File: src/hw/rtl/mesh_task_placer_nearest_free_assert.svh
// Assertion macros for the nearest-free task placer.
// Each macro takes a label, an antecedent and a consequent, sampled on clock
// and switched off while reset is high.
`ifndef MESH_TASK_PLACER_NEAREST_FREE_ASSERT_SVH
`define MESH_TASK_PLACER_NEAREST_FREE_ASSERT_SVH
`ifndef SYNTH
`define MTP_ASSERT_NOW(label, ante, cons) \
   label: assert property (@(posedge clock) disable iff (reset) (ante) |-> (cons)) \
      else $error("mtp: same-cycle check failed");
`define MTP_ASSERT_NEXT(label, ante, cons) \
   label: assert property (@(posedge clock) disable iff (reset) (ante) |=> (cons)) \
      else $error("mtp: next-cycle check failed");
`else
`define MTP_ASSERT_NOW(label, ante, cons)
`define MTP_ASSERT_NEXT(label, ante, cons)
`endif
`endif

File: src/hw/rtl/mtp_pkg.sv
package mtp_pkg;

   // Mesh geometry and table sizes.
   localparam int MESH_X    = 8;
   localparam int PE_COUNT  = 64;
   localparam int MAX_TASKS = 64;

   // Field width of every PE or task number in a word.
   localparam int FIELD_W  = 6;
   localparam int EXT_W    = FIELD_W + 1;
   localparam int PE_IDX_W = $clog2(PE_COUNT);
   localparam int TASK_W   = $clog2(MAX_TASKS);
   localparam int HOP_W    = FIELD_W + 1;

   // Request kinds.
   localparam logic REQ_START = 1'b0;
   localparam logic REQ_PLACE = 1'b1;

   // Result status codes.
   localparam logic [1:0] STATUS_PLACED        = 2'd0;
   localparam logic [1:0] STATUS_NO_FREE       = 2'd1;
   localparam logic [1:0] STATUS_PRED_UNPLACED = 2'd2;
   localparam logic [1:0] STATUS_START_BUSY    = 2'd3;

   typedef enum logic [1:0] {
      S_IDLE,
      S_DECIDE,
      S_SCAN,
      S_FINISH
   } mtp_state_type;

   typedef struct packed {
      logic               req_type;
      logic [FIELD_W-1:0] task_id;
      logic [FIELD_W-1:0] pred_task;
      logic [FIELD_W-1:0] start_node;
   } mtp_req_word_type;

   typedef struct packed {
      logic [FIELD_W-1:0] placed_pe;
      logic [1:0]         status;
   } mtp_rsp_word_type;

   // Controls from the sequencer to the distance unit.
   typedef struct packed {
      logic               clear;
      logic               step;
      logic [FIELD_W-1:0] pe;
      logic               pe_free;
      logic [FIELD_W-1:0] from_pe;
      logic [FIELD_W-1:0] anchor_pe;
   } mtp_scan_ctrl_type;

   typedef struct packed {
      logic               found;
      logic [FIELD_W-1:0] best_pe;
   } mtp_scan_result_type;

   // Controls from the sequencer to the task table.
   typedef struct packed {
      logic              rd_en;
      logic [TASK_W-1:0] rd_addr;
      logic              wr_en;
      logic [TASK_W-1:0] wr_addr;
      logic [FIELD_W-1:0] wr_data;
      logic              clear_all;
   } mtp_table_ctrl_type;

   // Row and column of a PE in the mesh.
   function automatic logic [FIELD_W-1:0] pe_row(input logic [FIELD_W-1:0] pe);
      return FIELD_W'(pe / MESH_X);
   endfunction

   function automatic logic [FIELD_W-1:0] pe_col(input logic [FIELD_W-1:0] pe);
      return FIELD_W'(pe % MESH_X);
   endfunction

   function automatic logic [FIELD_W-1:0] abs_diff(input logic [FIELD_W-1:0] a,
                                                  input logic [FIELD_W-1:0] b);
      return (a > b) ? (a - b) : (b - a);
   endfunction

endpackage

File: src/hw/rtl/mtp_task_table.sv
module mtp_task_table (
   input  logic                          clock,
   input  logic                          reset,
   input  mtp_pkg::mtp_table_ctrl_type   table_ctrl,
   output logic [mtp_pkg::FIELD_W-1:0]   rd_loc,
   output logic                          rd_placed
);

   // PE of each task; only used where the placed bit is set.
   logic [mtp_pkg::FIELD_W-1:0]   loc_mem_ff [mtp_pkg::MAX_TASKS];
   logic [mtp_pkg::MAX_TASKS-1:0] placed_ff;
   logic [mtp_pkg::MAX_TASKS-1:0] placed_in;
   logic [mtp_pkg::FIELD_W-1:0]   rd_loc_ff;
   logic                          rd_placed_ff;

   // A start clears the whole table before its own task is recorded.
   always_comb begin
      placed_in = placed_ff;
      if (table_ctrl.clear_all) begin
         placed_in = '0;
      end
      if (table_ctrl.wr_en) begin
         placed_in[table_ctrl.wr_addr] = 1'b1;
      end
   end

   always_ff @(posedge clock) begin
      if (reset) begin
         placed_ff <= '0;
      end else begin
         placed_ff <= placed_in;
      end
   end

   // Location memory with one write port and one registered read port.
   always_ff @(posedge clock) begin
      if (table_ctrl.wr_en) begin
         loc_mem_ff[table_ctrl.wr_addr] <= table_ctrl.wr_data;
      end
      if (table_ctrl.rd_en) begin
         rd_loc_ff    <= loc_mem_ff[table_ctrl.rd_addr];
         rd_placed_ff <= placed_ff[table_ctrl.rd_addr];
      end
   end

   assign rd_loc    = rd_loc_ff;
   assign rd_placed = rd_placed_ff;

endmodule

File: src/hw/rtl/mtp_scan_unit.sv
module mtp_scan_unit (
   input  logic                          clock,
   input  logic                          reset,
   input  mtp_pkg::mtp_scan_ctrl_type    scan_ctrl,
   output mtp_pkg::mtp_scan_result_type  scan_result
);

   logic                        found_ff;
   logic                        found_in;
   logic [mtp_pkg::FIELD_W-1:0] best_pe_ff;
   logic [mtp_pkg::HOP_W-1:0]   best_hop_ff;
   logic [mtp_pkg::FIELD_W-1:0] best_cheb_ff;
   logic [mtp_pkg::HOP_W-1:0]   hop;
   logic [mtp_pkg::FIELD_W-1:0] cheb;
   logic [mtp_pkg::FIELD_W-1:0] anchor_dy;
   logic [mtp_pkg::FIELD_W-1:0] anchor_dx;
   logic                        better;
   logic                        take;

   // Distances of the candidate PE: hops from the predecessor, Chebyshev
   // distance from the anchor node.
   always_comb begin
      hop = mtp_pkg::HOP_W'(mtp_pkg::abs_diff(mtp_pkg::pe_row(scan_ctrl.from_pe),
                                              mtp_pkg::pe_row(scan_ctrl.pe)))
          + mtp_pkg::HOP_W'(mtp_pkg::abs_diff(mtp_pkg::pe_col(scan_ctrl.from_pe),
                                              mtp_pkg::pe_col(scan_ctrl.pe)));
      anchor_dy = mtp_pkg::abs_diff(mtp_pkg::pe_row(scan_ctrl.pe),
                                    mtp_pkg::pe_row(scan_ctrl.anchor_pe));
      anchor_dx = mtp_pkg::abs_diff(mtp_pkg::pe_col(scan_ctrl.pe),
                                    mtp_pkg::pe_col(scan_ctrl.anchor_pe));
      cheb = (anchor_dy > anchor_dx) ? anchor_dy : anchor_dx;
   end

   // Strictly better only, so ties keep the lower PE seen first.
   always_comb begin
      better = !found_ff || (hop < best_hop_ff)
             || ((hop == best_hop_ff) && (cheb < best_cheb_ff));
      take   = scan_ctrl.step && scan_ctrl.pe_free && better;
      found_in = found_ff;
      if (scan_ctrl.clear) begin
         found_in = 1'b0;
      end else if (take) begin
         found_in = 1'b1;
      end
   end

   always_ff @(posedge clock) begin
      if (reset) begin
         found_ff <= 1'b0;
      end else begin
         found_ff <= found_in;
      end
   end

   // Best candidate so far.
   always_ff @(posedge clock) begin
      if (take && !scan_ctrl.clear) begin
         best_pe_ff   <= scan_ctrl.pe;
         best_hop_ff  <= hop;
         best_cheb_ff <= cheb;
      end
   end

   assign scan_result.found   = found_ff;
   assign scan_result.best_pe = best_pe_ff;

endmodule

File: src/hw/rtl/mesh_task_placer_nearest_free.sv
// Results: a start word, or a place word whose predecessor is unplaced, gives its
// result from the decide state; a place word that scans gives it from the finish
// state, after the scan state has stepped through PEs 1 to PE_COUNT - 1.
// Throughput: one word at a time, busy until its result is given; the distance
// unit visits one PE per cycle while scanning. The receiver cannot stall.
// Reset (synchronous): PE 0 busy, all other PEs free, no task placed, anchor zero.
`include "mesh_task_placer_nearest_free_assert.svh"

module mesh_task_placer_nearest_free (
   input  logic                       clock,
   input  logic                       reset,
   input  logic                       start,
   output logic                       busy,
   input  mtp_pkg::mtp_req_word_type  req_word,
   output logic                       rsp_strobe,
   output mtp_pkg::mtp_rsp_word_type  rsp_word
);

   localparam logic [mtp_pkg::PE_IDX_W-1:0] PE_LAST =
      mtp_pkg::PE_IDX_W'(mtp_pkg::PE_COUNT - 1);

   mtp_pkg::mtp_state_type       state_ff, state_in;
   mtp_pkg::mtp_req_word_type    req_ff, req_in;
   logic [mtp_pkg::PE_COUNT-1:0] busy_map_ff, busy_map_in;
   logic [mtp_pkg::FIELD_W-1:0]  anchor_ff, anchor_in;
   logic [mtp_pkg::FIELD_W-1:0]  from_ff, from_in;
   logic [mtp_pkg::PE_IDX_W-1:0] scan_idx_ff, scan_idx_in;
   logic                         rsp_strobe_ff, rsp_strobe_in;
   mtp_pkg::mtp_rsp_word_type    rsp_word_ff, rsp_word_in;

   mtp_pkg::mtp_table_ctrl_type  table_ctrl;
   mtp_pkg::mtp_scan_ctrl_type   scan_ctrl;
   mtp_pkg::mtp_scan_result_type scan_result;
   logic [mtp_pkg::FIELD_W-1:0]  rd_loc;
   logic                         rd_placed;

   logic accept;
   logic task_ok;
   logic pred_ok;
   logic start_bad;

   mtp_task_table u_table (
      .clock      (clock),
      .reset      (reset),
      .table_ctrl (table_ctrl),
      .rd_loc     (rd_loc),
      .rd_placed  (rd_placed)
   );

   mtp_scan_unit u_scan (
      .clock       (clock),
      .reset       (reset),
      .scan_ctrl   (scan_ctrl),
      .scan_result (scan_result)
   );

   assign busy   = (state_ff != mtp_pkg::S_IDLE);
   assign accept = start && !busy;

   // Range and occupancy checks on the held word.
   always_comb begin
      task_ok = (mtp_pkg::EXT_W'(req_ff.task_id) < mtp_pkg::EXT_W'(mtp_pkg::MAX_TASKS));
      pred_ok = (mtp_pkg::EXT_W'(req_ff.pred_task) < mtp_pkg::EXT_W'(mtp_pkg::MAX_TASKS))
              && rd_placed;
      start_bad = (mtp_pkg::EXT_W'(req_ff.start_node)
                   >= mtp_pkg::EXT_W'(mtp_pkg::PE_COUNT))
                || (req_ff.start_node == '0)
                || busy_map_ff[req_ff.start_node[mtp_pkg::PE_IDX_W-1:0]];
   end

   // Sequencer: next state, table and distance unit controls, result word.
   always_comb begin
      state_in      = state_ff;
      req_in        = req_ff;
      busy_map_in   = busy_map_ff;
      anchor_in     = anchor_ff;
      from_in       = from_ff;
      scan_idx_in   = scan_idx_ff;
      rsp_strobe_in = 1'b0;
      rsp_word_in   = rsp_word_ff;

      table_ctrl.rd_en     = 1'b0;
      table_ctrl.rd_addr   = req_word.pred_task[mtp_pkg::TASK_W-1:0];
      table_ctrl.wr_en     = 1'b0;
      table_ctrl.wr_addr   = req_ff.task_id[mtp_pkg::TASK_W-1:0];
      table_ctrl.wr_data   = req_ff.start_node;
      table_ctrl.clear_all = 1'b0;

      scan_ctrl.clear     = 1'b0;
      scan_ctrl.step      = 1'b0;
      scan_ctrl.pe        = mtp_pkg::FIELD_W'(scan_idx_ff);
      scan_ctrl.pe_free   = !busy_map_ff[scan_idx_ff];
      scan_ctrl.from_pe   = from_ff;
      scan_ctrl.anchor_pe = anchor_ff;

      case (state_ff)
         mtp_pkg::S_IDLE: begin
            // Look up the predecessor while the word is taken in.
            if (accept) begin
               table_ctrl.rd_en = 1'b1;
               req_in           = req_word;
               state_in         = mtp_pkg::S_DECIDE;
            end
         end
         mtp_pkg::S_DECIDE: begin
            if (req_ff.req_type == mtp_pkg::REQ_START) begin
               rsp_strobe_in = 1'b1;
               state_in      = mtp_pkg::S_IDLE;
               if (start_bad) begin
                  rsp_word_in.placed_pe = '0;
                  rsp_word_in.status    = mtp_pkg::STATUS_START_BUSY;
               end else begin
                  busy_map_in[req_ff.start_node[mtp_pkg::PE_IDX_W-1:0]] = 1'b1;
                  anchor_in              = req_ff.start_node;
                  table_ctrl.clear_all   = 1'b1;
                  table_ctrl.wr_en       = task_ok;
                  rsp_word_in.placed_pe  = req_ff.start_node;
                  rsp_word_in.status     = mtp_pkg::STATUS_PLACED;
               end
            end else if (!pred_ok) begin
               rsp_strobe_in         = 1'b1;
               rsp_word_in.placed_pe = '0;
               rsp_word_in.status    = mtp_pkg::STATUS_PRED_UNPLACED;
               state_in              = mtp_pkg::S_IDLE;
            end else begin
               // PE 0 is reserved, so the scan starts at PE 1.
               from_in         = rd_loc;
               scan_ctrl.clear = 1'b1;
               scan_idx_in     = mtp_pkg::PE_IDX_W'(1);
               state_in        = mtp_pkg::S_SCAN;
            end
         end
         mtp_pkg::S_SCAN: begin
            // One PE through the distance unit each cycle.
            scan_ctrl.step = 1'b1;
            if (scan_idx_ff == PE_LAST) begin
               state_in = mtp_pkg::S_FINISH;
            end else begin
               scan_idx_in = scan_idx_ff + 1'b1;
            end
         end
         mtp_pkg::S_FINISH: begin
            rsp_strobe_in = 1'b1;
            state_in      = mtp_pkg::S_IDLE;
            if (scan_result.found) begin
               busy_map_in[scan_result.best_pe[mtp_pkg::PE_IDX_W-1:0]] = 1'b1;
               table_ctrl.wr_en      = task_ok;
               table_ctrl.wr_data    = scan_result.best_pe;
               rsp_word_in.placed_pe = scan_result.best_pe;
               rsp_word_in.status    = mtp_pkg::STATUS_PLACED;
            end else begin
               rsp_word_in.placed_pe = '0;
               rsp_word_in.status    = mtp_pkg::STATUS_NO_FREE;
            end
         end
         default: begin
            state_in = mtp_pkg::S_IDLE;
         end
      endcase
   end

   // Control state and the PE occupancy map.
   always_ff @(posedge clock) begin
      if (reset) begin
         state_ff      <= mtp_pkg::S_IDLE;
         busy_map_ff   <= mtp_pkg::PE_COUNT'(1);
         anchor_ff     <= '0;
         rsp_strobe_ff <= 1'b0;
      end else begin
         state_ff      <= state_in;
         busy_map_ff   <= busy_map_in;
         anchor_ff     <= anchor_in;
         rsp_strobe_ff <= rsp_strobe_in;
      end
   end

   // Held request, scan position and result word.
   always_ff @(posedge clock) begin
      req_ff      <= req_in;
      from_ff     <= from_in;
      scan_idx_ff <= scan_idx_in;
      rsp_word_ff <= rsp_word_in;
   end

   assign rsp_strobe = rsp_strobe_ff;
   assign rsp_word   = rsp_word_ff;

   // A result appears only once the block is free again.
   `MTP_ASSERT_NOW(a_strobe_idle, rsp_strobe, !busy)
   // An accepted word keeps the block busy in the next cycle.
   `MTP_ASSERT_NEXT(a_accept_busy, start && !busy, busy)
   // PE 0 is reserved and is never handed out.
   `MTP_ASSERT_NOW(a_placed_nonzero, rsp_strobe && (rsp_word.status == mtp_pkg::STATUS_PLACED), rsp_word.placed_pe != '0)
   // Every error result reports PE zero.
   `MTP_ASSERT_NOW(a_error_zero, rsp_strobe && (rsp_word.status != mtp_pkg::STATUS_PLACED), rsp_word.placed_pe == '0)

endmodule

File: config.mk
export PLATFORM = sky130hd
export DESIGN_NAME = mesh_task_placer_nearest_free
export DESIGN_NICKNAME = d
export VERILOG_FILES = /design/src/hw/rtl/mtp_pkg.sv /design/src/hw/rtl/mtp_task_table.sv /design/src/hw/rtl/mtp_scan_unit.sv /design/src/hw/rtl/mesh_task_placer_nearest_free.sv
export VERILOG_INCLUDE_DIRS = /design/src /design/src/hw/rtl
export SDC_FILE = /design/constraint.sdc
export NUM_CORES = 1
export LEC_CHECK = 0
export BUFFER_PORTS_ARGS = -buffer_cell sky130_fd_sc_hd__buf_2
export CAP_MARGIN = 20
export CORE_ASPECT_RATIO = 1.2
export CORE_MARGIN = 1
export CORE_UTILIZATION = 25
export DETAILED_ROUTE_END_ITERATION = 16
export PLACE_DENSITY_LB_ADDON = 0.08
export SETUP_SLACK_MARGIN = 0.05
export SLEW_MARGIN = 20
export SYNTH_ARGS = -nofsm -noshare
export SYNTH_HDL_FRONTEND = slang
export SYNTH_SLANG_ARGS = --single-unit
File: constraint.sdc
create_clock -name clock -period 15.9 [get_ports clock]
set_input_delay 3.18 -clock clock [delete_from_list [all_inputs] [get_ports clock]]
set_output_delay 3.18 -clock clock [all_outputs]
set_load 0.05 [all_outputs]
* Word-level counts from Yosys, hierarchy flattened *
Memory sizes are Yosys's and may differ from the RTL's. A register that Yosys moved wholly into a read port is not among the register bits.
Index checks and enable logic that the tools add are counted.

word-level totals
  register bits after elaboration = 191
  bits in writable memories = 384
  memories = 1
  input bits = 22
  output and inout bits = 10

memory list
  name                words  bits a word  rd ports  clocked after Yosys merged registers in  wr ports  RTL line              source
  u_table.loc_mem_ff  64     6            1         1                                        1         mtp_task_table.sv:10  logic [mtp_pkg::FIELD_W-1:0] loc_mem_ff [mtp_pkg::MAX_TASKS];

cells by class
  bitwise gates (word level) = 5
  reductions and logical operators = 28
  mux-type cells = 55
  add/sub/neg operators = 10
  $lt $le $gt $ge = 15
  equality and inequality tests = 14

operator list
  kind                   count
  $mux W64               5
  $or A64 B64 Y64        3
  $pmux W64 S2           1
  $mux W6                10
  $lt A6 B7 Y1 const B   5
  $mux W8                4
  $sub A3 B3 Y4          8
  $mux W1                20
  $bmux W1 S6            3
  $demux W1 S6           3
  $ge A6 B1 Y1 const B   3
  $pmux W8 S2            1
  $gt A3 B3 Y1           4
  $ne A2 B2 Y1 const B   6
  $pmux W6 S2            1
  $logic_and A1 B1 Y1    8
  $mux W2                4
  $pmux W2 S4            1
  $reduce_and A4 Y1      2
  $add A6 B6 Y7          1
  $eq A7 B7 Y1           1
  $lt A7 B7 Y1           1
  $add A6 B1 Y6 const B  1
  $eq A6 B6 Y1 const B   1
  other kinds (16)       30

* Longest topological paths before layout *
  word-level depth = 9
  gate-level depth with buffers = 22

* By module *
Synthesis repeated with hierarchy kept, for this count alone.

unflattened totals
  cell total of the unflattened synthesis = 1,873
  area total of the unflattened synthesis = 26,356.5 um^2

by module, submodules not included
  module                         times used  seq. area each (um^2)  area each (um^2)  cells an instance
  mtp_task_table                 1           13,022.5               17,933.4          1,014
  mesh_task_placer_nearest_free  1           2,452.4                6,302.3           647
  mtp_scan_unit                  1           530.5                  2,120.8           212

* Worst setup path before layout *
Ideal clock, no wire load.

  path type = flip-flop to flip-flop
  from = register scan_idx_ff[1] (netlist name)
  to = register u_scan.best_cheb_ff[0] (netlist name) (enable)
  cell stages (with the launch flop) = 20
  data arrival time = 5,779 ps
  period minus slack after synthesis = 6,200 ps
  setup slack = 9,700 ps
  cell sequence = edfxtp_1 > clkbuf_1 > buf_1 > inv_1 > fa_1 > inv_1 > fa_1 > a31oi_1 > mux2_2 > fa_1 > a21o_1 > o21ai_0 > ha_1 > a21oi_1 > nor2b_1 > o21ai_0 > o21ai_0 > o21a_1 > o2111a_1 > a221oi_1

on the way
  elaborated cells on any way between the ends = 23
  classes of those cells = add/sub (5); order compare (5); eq/ne (1); mux (5); reduce/logical (7)

RTL lines
  item                                                       RTL line                                  source
  start, declared                                            mesh_task_placer_nearest_free.sv:27       logic [mtp_pkg::PE_IDX_W-1:0] scan_idx_ff, scan_idx_in;
  start signal, assigned                                     mesh_task_placer_nearest_free.sv:181      scan_idx_ff <= scan_idx_in;
  $sub A3 B3 Y4 or $gt A3 B3 Y1 (tied branches)              mtp_pkg.sv:80                             return (a > b) ? (a - b) : (b - a);
  $mux W6 (*)                                                mtp_pkg.sv:80
  $add A6 B6 Y7 (*)                                          mtp_scan_unit.sv:25                       + mtp_pkg::HOP_W'(mtp_pkg::abs_diff(mtp_pkg::pe_col(scan_ctrl.from_pe),
  via u_scan.hop (one bit)                                   mtp_scan_unit.sv:13                       logic [mtp_pkg::HOP_W-1:0] hop;
  $lt A7 B7 Y1 or $eq A7 B7 Y1 (tied branches)               mtp_scan_unit.sv:36, mtp_scan_unit.sv:37
  $logic_or A1 B1 Y1 or $logic_and A1 B1 Y1 (tied branches)  mtp_scan_unit.sv:36, mtp_scan_unit.sv:37
  $logic_or A1 B1 Y1 (*)                                     mtp_scan_unit.sv:37                       || ((hop == best_hop_ff) && (cheb < best_cheb_ff));
  $logic_and A1 B1 Y1 (*)                                    mtp_scan_unit.sv:38                       take = scan_ctrl.step && scan_ctrl.pe_free && better;
  $logic_and A1 B1 Y1 (*)                                    mtp_scan_unit.sv:57                       if (take && !scan_ctrl.clear) begin
  end signal, assigned                                       mtp_scan_unit.sv:60                       best_cheb_ff <= cheb;
  end, declared                                              mtp_scan_unit.sv:12                       logic [mtp_pkg::FIELD_W-1:0] best_cheb_ff;

The timed path passes the listed nets; every way through them passes the cells marked *. The select of a mux whose other input is x is not followed.
A chain may end at the register's enable or synchronous reset.

==> qor.yml <==
status: "finished, final reports clean"
clock_skew_ps: 38.4
htree_levels: 3
num-fill-cells: 10401
place_ws_ps: 8570
ioPinCount: 32
postCtsResizedCells: 0
gp_congestion: 0.759
grt_usage: 0.149
grt_max_degree: 101
cp_common_cell: "mux4_2"
synthToLayoutAreaGrowth_pct: 16.4
hold_path_depth: 1
final_common_cell: "edfxtp_1"
ys_ff_latch: 579
yosys_warnings: 0
clockBufferDepth: 3
drt_first_pass_iters: 5
ir_worst_vdd_mv: 0.0626
worstPathArrival_ps: 6870
postSynthAreaPerCell_sq_um: 15.5
power.total_uw: 3530
die_height_um: 355
synth.top_cells.by_area: "edfxtp_1, mux4_2, dfxtp_1"
hold_violations: 0
period_minus_slack_ps: 6510
yosysSeqAreaShare: 0.617
drt-initial-drc-count: 946
synth_cell_types: 65
port_buffers: 31
wl_per_cell_um: 24.7
clock.fmax_ghz: 0.154
drc: 0
hold_buffers: 0
worstSetupPathType: "in -> reg"
holdCritStartpoint: "busy_map_ff[0]"
setup_viol: 0
cts_root_buf: "clkbuf_16"
layout_common_cells: "edfxtp_1, mux4_2, dfxtp_1, nand2_1, clkbuf_16"
core-area_sq_um: 103000
reg2reg_to: "u_scan.best_hop_ff[6]"
worstReg2RegStart: "scan_idx_ff[4]"
rows: 129
synth_edf_count: 441
ys.flop_type: "edfxtp_1"
syn-cell-area_sq_um: 25900
combPwrFrac: 0.075
grt_pass1_vias: 16078
yosys.area.top_type: "edfxtp_1"
path_max_fanout: 49
crit_path_end_kind: "flop"
cts_tree: "yes"
grt_remaining_overflow: 0
critPathLaunchType: "input port"
layout.nets: 1783
utilization: 0.293
rsz0062_at_grt: "no"
vias_per_cell: 4.81
async_reset_ff_frac: 0
die_width_um: 296
required_ps: 16260
p_int_uw: 2670
drv_slew: 0
dr_total_vias: 15102
r2r_slack_ps: 9900
synth.net_count: 1751
critPathSlowestCell: "buf_4"
seq_power_share: 0.471
powerDensity_nw_per_um2: 117
netlist.area_leader.share: 0.511
worst_pin_slew_ps: 1050
swShare: 0.244
tns_ps: 0
drive_gt1_frac: 0.237
clock-sinks: 579
switching_power_uw: 861
wl_mm: 77.6
worstHoldPathType: "reg -> reg"
worst_r2r_path_depth: 21
period_share: 0.410
syn_inst: 1673
clk_pin_slew_worst_paths_ps: 60
grt_pass1_wl_mm: 114
p_leak_uw: 0.00954
place_hpwl_mm: 50.9
insertion_delay_ps: 630
antenna_found_initial: 1
hold_end: "busy_map_ff[0]"
postCtsSetupRepairBufs: 0
path_cells: "buf_6, buf_4, buf_4, mux4_2, mux4_2, mux4_2"
clockPowerShare: 0.454
max_stage_delay_ps: 670
drtAntennaViolNets: 0
numCtsBuffers: 71
initial_core_util: 0.252
drv_cap: 0
dieArea_sq_um: 105000
worst_slack_ps: 9390
max-slew-margin-rel: 0.297
## power by group through the flow
stage	combinational [uW]	sequential [uW]	clock, uW
floorplan	183	1690	0
global placement	268	1700	0
detailed placement	272	1700	0
CTS	273	1670	1660
global route	291	1670	1710
finish	265	1670	1600
## registers in the layout, indices dropped and copies added, names as in the netlist, named ones only
signal / flops
u_scan.best_pe_ff: 6
u_table.placed_ff: 64
busy_map_ff: 64
rsp_word: 8
state_ff: 1
u_table.rd_placed: 1
u_scan.best_cheb_ff: 4
anchor_ff: 6
req_ff: 13
u_table.loc_mem_ff: 384
u_scan.found_ff: 1
scan_idx_ff: 6
u_table.rd_loc: 6
rsp_strobe: 1
from_ff: 6
u_scan.best_hop_ff: 7
## synthesized netlist by cell type (43+ instances only)
cell / count
edfxtp_1: 441
mux4_2: 168
dfxtp_1: 138
nand2_1: 107
clkbuf_1: 72
o2bb2ai_1: 63
o22ai_1: 60
nor2_1: 59
a32o_1: 54
inv_1: 52
nor4_1: 48
ha_1: 43
## worst max-delay path by stage
stage,from,end,slack [ps],cells after the start
after global routing,req_word[6],u_table.rd_loc[3],9090,6
after detailed placement,req_word[6],u_table.rd_loc[3],8570,6
final,req_word[6],u_table.rd_loc[3],9390,6
after global placement,req_word[6],u_table.rd_loc[3],8640,6
after CTS,req_word[6],u_table.rd_loc[3],9270,6
after floorplan,scan_idx_ff[1],u_scan.best_cheb_ff[0],9700,19
## routing by layer
layer  track usage  routed length [um]  up-vias
met5             0                   0        -
met4        0.0504                2090        0
met3        0.0199                2260      120
met2         0.272               41300      280
met1         0.179               31900     7875
li1              -                   -     6827
## critical path: cells and delay by family
| kind | cells | cell delay (ps) |
|---|---|---|
| buf+inv | 3 | 1850 |
| mux | 3 | 1610 |
## cell families (layout without fill, tap and decap cells)
logic type,Yosys count,after routing,synth area share
flip-flops,579,579,0.617
AND/OR/NAND/NOR,339,339,0.0663
AO/OA/AOI/OAI,304,304,0.0906
multiplexers,200,200,0.159
buffers and inverters,186,274,0.0332
adder cells (fa/ha/maj),56,56,0.0308
XOR/XNOR,9,9,0.00304
other,0,1,0
## layout make-up
class,count,area (sq um),share of cell area
Tap cell,1375,1720,0.0570
Multi-Input combinational cell,908,9340,0.309
Clock buffer,88,1900,0.0628
Clock inverter,41,404,0.0134
Inverter,54,204,0.00676
Timing Repair Buffer,91,617,0.0204
Antenna cell,1,2.50,0.0000829
Sequential cell,579,16000,0.530
## per-stage QoR
step / hold WS, ps / std cells / instance area, sq um
after CTS: 448 / 3136 / 30200
after global routing: 470 / 3137 / 30200
final: 443 / 3137 / 30200
after global placement: 431 / 3007 / 27800
after detailed placement: 435 / 3007 / 27900
after floorplan: 400 / 1673 / 25900
Power figures use the tool's default switching activity.
